$ cat src/rtl/sample_set_statistics_assert.svh
`ifndef SAMPLE_SET_STATISTICS_ASSERT_SVH
`define SAMPLE_SET_STATISTICS_ASSERT_SVH

// same-cycle implication on clk_i, off during reset
`define SSST_ASSERT_IMPL(lbl, ante, cons) \
  lbl: assert property (@(posedge clk_i) disable iff (!rst_ni) (ante) |-> (cons)) \
    else $error("sample_set_statistics check failed");

// next-cycle implication on clk_i, off during reset
`define SSST_ASSERT_NEXT(lbl, ante, cons) \
  lbl: assert property (@(posedge clk_i) disable iff (!rst_ni) (ante) |=> (cons)) \
    else $error("sample_set_statistics check failed");

`endif

$ cat src/rtl/ssst_pkg.sv
package ssst_pkg;

  localparam int MAX_SAMPLES = 256;
  localparam int DATA_W      = 32;
  localparam int VCNT_W      = 9;
  localparam int CNT_W       = ($clog2(MAX_SAMPLES + 1) > VCNT_W) ?
                               $clog2(MAX_SAMPLES + 1) : VCNT_W;
  localparam int SUM_W       = DATA_W + $clog2(MAX_SAMPLES) + 1;
  localparam int STEP_W      = $clog2(SUM_W + 1);

  typedef enum logic [1:0] {
    ST_OK    = 2'd0,
    ST_EMPTY = 2'd1,
    ST_NONE  = 2'd2,
    ST_OVF   = 2'd3
  } status_e;

  // chain control: sorted insert of the request sample, or shift toward the head
  typedef struct packed {
    logic ins;
    logic shl;
  } ctl_t;

endpackage

$ cat src/rtl/ssst_div.sv
module ssst_div (
  input  logic                          clk_i,
  input  logic                          rst_ni,
  input  logic                          start_i,
  input  logic [ssst_pkg::SUM_W-1:0]    dividend_i,
  input  logic [ssst_pkg::CNT_W-1:0]    divisor_i,
  output logic                          busy_o,
  output logic [ssst_pkg::SUM_W-1:0]    quo_o
);
  import ssst_pkg::*;

  logic              run_q;
  logic [STEP_W-1:0] step_q;
  logic [CNT_W-1:0]  rem_q, div_q;
  logic [SUM_W-1:0]  quo_q;
  logic [CNT_W:0]    trial;
  logic              fits;

  assign trial = {rem_q, quo_q[SUM_W-1]};
  assign fits  = trial >= {1'b0, div_q};

  always_ff @(posedge clk_i or negedge rst_ni) begin
    if (!rst_ni) begin
      run_q  <= 1'b0;
      step_q <= '0;
    end else if (start_i) begin
      run_q  <= 1'b1;
      step_q <= STEP_W'(SUM_W);
    end else if (run_q) begin
      step_q <= step_q - STEP_W'(1);
      if (step_q == STEP_W'(1)) begin
        run_q <= 1'b0;
      end
    end
  end

  always_ff @(posedge clk_i) begin
    if (start_i) begin
      rem_q <= '0;
      div_q <= divisor_i;
      quo_q <= dividend_i;
    end else if (run_q) begin
      rem_q <= fits ? CNT_W'(trial - {1'b0, div_q}) : trial[CNT_W-1:0];
      quo_q <= {quo_q[SUM_W-2:0], fits};
    end
  end

  assign busy_o = run_q;
  assign quo_o  = quo_q;

endmodule

$ cat config.mk
export PLATFORM = sky130hd
export DESIGN_NAME = ssst_div
export DESIGN_NICKNAME = d
export VERILOG_FILES = /design/src/rtl/sample_set_statistics_assert.svh /design/src/rtl/ssst_pkg.sv /design/src/rtl/ssst_div.sv
export SDC_FILE = /design/constraint.sdc
export NUM_CORES = 1
export LEC_CHECK = 0
export BUFFER_PORTS_ARGS = -buffer_cell sky130_fd_sc_hd__clkbuf_2
export CAP_MARGIN = 40
export CELL_PAD_IN_SITES_DETAIL_PLACEMENT = 0
export CELL_PAD_IN_SITES_GLOBAL_PLACEMENT = 1
export CORE_ASPECT_RATIO = 0.7
export CORE_MARGIN = 3
export CORE_UTILIZATION = 44
export CTS_CLUSTER_SIZE = 16
export DETAILED_ROUTE_END_ITERATION = 7
export PLACE_DENSITY_LB_ADDON = 0.05
export RECOVER_POWER = 100
export SLEW_MARGIN = 20
export SYNTH_ARGS = -nofsm -noshare
export SYNTH_HDL_FRONTEND = slang
export SYNTH_SLANG_ARGS = --single-unit
$ cat constraint.sdc
create_clock -name clk_i -period 4.97 [get_ports clk_i]
set_input_delay 0.2485 -clock clk_i [delete_from_list [all_inputs] [get_ports clk_i]]
set_output_delay 0.2485 -clock clk_i [all_outputs]
set_load 0.02 [all_outputs]
=== Word-level counts from Yosys, hierarchy flattened ===
Index checks and enable logic that the tools add are counted.

* Register bits: 66
* Latch bits: 0
* Memory bits (writable): 0
* Memory bits (read-only): 0
* Bits of input ports: 53
* Memories: 0

* $add $sub $neg: 2
* $mul: 0
* Divide/modulo/power cells: 0
* Order comparisons: 1
* Equal/unequal tests: 1
* Shift-type cells: 0
* Mux-type cells: 8
* Bitwise gates (word level): 0
* Reduce and logical (&&, ||, !) cells: 1

{| class="wikitable"
|+ Operators with widths
! kind !! number
|-
| $mux W41 || 2
|-
| $mux W6 || 2
|-
| $ge A10 B9 Y1 || 1
|-
| $mux W9 || 1
|-
| $sub A9 B9 Y9 || 1
|-
| $eq A6 B1 Y1 const B || 1
|-
| $sub A6 B1 Y6 const B || 1
|-
| $mux W1 || 3
|-
| $reduce_bool A2 Y1 || 1
|}

=== Logic depth before layout (Yosys ltp) ===
* Word-level depth: 4
* Gate-level depth with buffers: 10

=== Worst setup path after synthesis ===
OpenSTA, ideal clock, no wires.

* Path kind: reg2reg
* Start: reg quo_q[40] (netlist: quo_o[40])
* End: reg rem_q[1]
* Library setup time: 0.138 ns
* Arrival: 2.363 ns
* Data required time: 4.832 ns
* Setup slack: 2.469 ns
* Stages on the path, launching flop included: 11
* Buffers on the path: 1
* Period minus slack after synthesis: 2.501 ns
* Path through: edfxtp_1 > inv_1 > ha_1 > inv_1 > fa_1 > a211oi_4 > o21ai_2 > a211oi_4 > buf_6 > mux2i_1 > a211oi_1

* Word-level cells in the longest chain between the ends: 2

{| class="wikitable"
|+ Ends and longest elaborated chain
! item !! line !! text
|-
| start: declaration || ssst_div.sv:15 || <nowiki>logic [SUM_W-1:0] quo_q;</nowiki>
|-
| start signal: assignment || ssst_div.sv:41 || <nowiki>quo_q <= dividend_i;</nowiki>
|-
| start signal: assignment || ssst_div.sv:44 || <nowiki>quo_q <= {quo_q[SUM_W-2:0], fits};</nowiki>
|-
| $sub A9 B9 Y9 or $ge A10 B9 Y1 (tied branches) || ssst_div.sv:43, ssst_div.sv:20 ||
|-
| $mux W9 * || ssst_div.sv:43 || <nowiki>rem_q <= fits ? CNT_W'(trial - {1'b0, div_q}) : trial[CNT_W-1:0];</nowiki>
|-
| end signal: assignment || ssst_div.sv:43 ||
|-
| end: declaration || ssst_div.sv:14 || <nowiki>logic [CNT_W-1:0] rem_q, div_q;</nowiki>
|}

Every way passes the cells marked *; elsewhere a longest branch is shown, timed or not.
A chain may end at the register's enable or synchronous reset.

=== Worst setup path in the final report ===
* Start: reg run_q (netlist: busy_o)
* End: reg quo_q[5] (netlist: quo_o[5]), enable pin

* Word-level cells in the longest chain between the ends: 1

{| class="wikitable"
|+ Ends and longest elaborated chain
! item !! line !! text
|-
| start: declaration || ssst_div.sv:12 || <nowiki>logic run_q;</nowiki>
|-
| start signal: assignment || ssst_div.sv:24 || <nowiki>run_q <= 1'b0;</nowiki>
|-
| start signal: assignment || ssst_div.sv:27 || <nowiki>run_q <= 1'b1;</nowiki>
|-
| start signal: assignment || ssst_div.sv:32 || <nowiki>run_q <= 1'b0;</nowiki>
|-
| $reduce_bool A2 Y1 (no source line) || -- ||
|}

No other way between the ends.

==> impl_summary.log <==
[metrics] Final Wtd Congestion: 0.759
[metrics] clock insertion delay at the later pin of the skew report: 0.35 ns
[metrics] synthesized cell area: 3230 µm²
[metrics] remaining antenna violation count after routing: 0
[metrics] number of antenna violations at the first check in global routing: 0
[metrics] maximum VDD drop: 0.000213 V
[metrics] Area Growth Syn to Fin: 21.8%
[metrics] top-area cell type share of the netlist area: 46.5%
[metrics] Top-Level Pins: 95
[metrics] total vias in the final route: 2199
[metrics] gate family responsible for the most delay along the worst path: buffers and inverters
[metrics] total number of placement rows: 25
[metrics] detailed router's first-iteration violation count: 84
[metrics] cts bufs inserted: 9
[metrics] EDFF count, synth: 50
[metrics] required time reported for the critical path endpoint: 4.92 ns
[metrics] share of flip-flops with an asynchronous set or reset after synthesis: 10.6%
[metrics] Longest Clk Path Bufs: 2
[metrics] finished layout cell area: 3930 µm²
[metrics] average vias per placed instance: 5.03
[metrics] number of synthesized register bits: 66
[metrics] fraction of final layout cells with drive strength greater than 1: 32.4%
[metrics] Chip Height: 77.7 µm
[metrics] relative slew slack: 11.9%
[metrics] depth of the worst hold-timing path: 1
[metrics] gr ovfl total: 0
[metrics] crit path time final: 3.68 ns
[metrics] cell count after synthesis: 239
[metrics] starting density of the core: 46.5%
[metrics] setup violators final: 0
[metrics] transition time at the pin with the least slew margin: 1.32 ns
[metrics] H-tree depth: 3
[metrics] standby leakage power: 1.62 nW
[metrics] Clk pin slew, worst setup/hold paths: 0.07 ns
[metrics] Ys Warns: 0
[metrics] TritonRoute pass-1 iters: 4
[metrics] Tot GR Track Use: 17.5%
[metrics] total placed instance area: 3810 µm²
[metrics] element type at the critical path end: register
[metrics] Total Neg Setup Slack: 0 ns
[metrics] crit path cell chain: clkbuf_1, or2_0, clkbuf_1
[metrics] type of the worst setup path: register to register
[metrics] buffer and inverter count on the worst path: 2
[metrics] number of nets in the layout: 403
[metrics] clock tree from TritonCTS: done
[metrics] HPWL after DPL: 4920 µm
[metrics] part of the cycle the worst path needs: 74.0%
[metrics] Final Total Pwr: 1.78 mW
[metrics] Hold Path Class: primary input to register
[metrics] Crit path top cell by count: clkbuf_1
[metrics] Clk Tree Root Cell: clkbuf_8
[metrics] startpoint types: register
[metrics] die boundary width: 108 µm
[metrics] Placeable Area: 6940 µm²
[metrics] average size of a mapped cell: 13.5 µm²
[metrics] max-slew violation count: 0
[metrics] cell type of the slowest stage on the worst timing path: or2_0
[metrics] vias in the first global route: 2194
[metrics] dominant register cell in the synthesized netlist: edfxtp_1
[metrics] count of input and output buffers: 94
[metrics] clk_skew: 0.0105 ns
[metrics] CP arrival: 3.63 ns
[metrics] total detailed-routing wirelength: 6990 µm
[metrics] Setup Buffers After CTS: 0
[metrics] outcome: completed
[metrics] ranking of synthesized cells by area: edfxtp_1, mux2_2, dfxtp_1, dfrtp_1, ha_1
[metrics] Diodes inserted: 0
[metrics] number of distinct library cell variants in the gate-level netlist after synthesis: 46
[metrics] maximum cell stage delay along the critical path: 1.07 ns
[metrics] timing-limited maximum frequency: 272 MHz
[metrics] post-synth net total: 304
[metrics] number of gates on the worst path with buffers counted: 3
[metrics] # clock sinks: 66
[metrics] setup repair after global routing missed its margin: false
[metrics] dominant cell type by area after synthesis: edfxtp_1
[metrics] Worst Path Max Fanout: 25
[metrics] length in cells of the worst reg-to-reg path: 3
[metrics] Final Hold Fails: 0
[metrics] DRC violations left: 0
[metrics] global-route wire length before repair: 11200 µm
[metrics] max capacitance violation total: 0
[metrics] pin count of the biggest net entering global routing: 60
[metrics] per-cell routed wire length: 16.0 µm
[metrics] share of the yosys chip area belonging to registers: 57.5%
[metrics] Die Outline Area: 8420 µm²
[metrics] Power per Cell Area: 453 nW/µm²
[Yosys cell counts, types with 2 or more instances]
master,count
xnor2_1,3
xor2_1,6
inv_1,15
a311oi_1,4
nand2b_1,3
nor2_1,14
nand3_1,5
nor3b_1,2
a21oi_1,6
edfxtp_1,50
nor4b_1,2
nor2b_1,3
o211ai_1,2
dfrtp_1,7
nand2_1,12
buf_1,3
mux2_2,40
a211oi_4,2
a211o_1,2
clkbuf_1,5
ha_1,11
dfxtp_1,9
mux2i_1,5
a211oi_1,6
[per-layer routing]
layer  routed length [µm]  part of all wire (%)  vias up  track usage [%]
li1                     -                     -     1091                -
met1                 3320                    47     1033             24.1
met2                 3010                    43       64             24.7
met3                  581                   8.3       11             8.06
met4                   76                   1.1        0             5.30
met5                    0                     0        -                0
[stage by stage]
stage                     utilization, %  cells  setup slack [ns]  hold WS, ns
final                               56.6    437              1.29       0.0753
after detailed placement            54.8    419              2.08       0.0999
after floorplan                        -    239              2.47      -0.0471
after global placement              54.4    418              2.20       0.0963
after global routing                56.6    437             0.997       0.0520
after CTS                           57.9    436              2.09       0.0551
[kinds of logic (layout without fill, tap and decap cells)]
logic type,count (synthesis),in the layout,share of synthesized area [%]
AND/OR/NAND/NOR,49,49,7.90
XOR/XNOR,9,9,2.44
adder cells (fa/ha/maj),12,12,4.88
flip-flops,66,66,57.5
AO/OA/AOI/OAI,33,33,8.60
multiplexers,45,45,15.5
buffers and inverters,25,129,3.18
[flip-flops by register name, summed over array words and instances (netlist names)]
| signal | flops |
|---|---|
| busy_o | 1 |
| quo_o | 41 |
| rem_q | 9 |
| step_q | 6 |
| div_q | 9 |
[power breakdown]
| group | switching (mW) | internal, mW |
|---|---|---|
| clock network | 0.204 | 0.276 |
| registers | 0.0577 | 0.686 |
| logic | 0.321 | 0.235 |
| total | 0.583 | 1.20 |
[cell usage in the layout, fill, tap and decap left out, types with 3 or more instances in the layout]
cell | netlist | routed
a211oi_1 | 6 | 7
clkbuf_1 | 5 | 45
a311oi_1 | 4 | 4
nand3_1 | 5 | 5
a21oi_1 | 6 | 6
clkinv_1 | 0 | 3
nor2_1 | 14 | 14
clkbuf_8 | 0 | 9
dfxtp_1 | 9 | 9
clkbuf_2 | 0 | 51
mux2_2 | 40 | 39
xor2_1 | 6 | 6
inv_1 | 15 | 15
nand2_1 | 12 | 12
xnor2_1 | 3 | 3
ha_1 | 11 | 11
mux2i_1 | 5 | 5
dfrtp_1 | 7 | 7
nor2b_1 | 3 | 3
nand2b_1 | 3 | 3
edfxtp_1 | 50 | 50
[worst paths after layout]
path	from	endpoint	slack [ns]
worst max-delay path	busy_o	quo_o[5]	1.29
worst min-delay path	divisor_i[3]	div_q[3]	0.08
worst max register to register	busy_o	quo_o[5]	1.29
worst min register to register	rem_q[5]	rem_q[5]	0.52
max in group asynchronous	rst_ni	step_q[2]	4.36
min in group asynchronous	rst_ni	step_q[1]	0.33
[cell type report]
class | count | area [µm²]
repair buffers | 98 | 442
well taps | 94 | 118
multi-input cells | 148 | 1250
inverters | 15 | 56.3
clock buffers | 9 | 124
flip-flops and latches | 66 | 1860
fillers | 632 | 3010
clock inverters | 7 | 83.8
[timing repair]
action | CTS | global route
resized for setup | 0 | 0
hold endpoints to repair | 7 | 0
endpoints found under the setup margin | 0 | 0
hold buffers | 1 | 0
(Power assumes the default switching activity.)
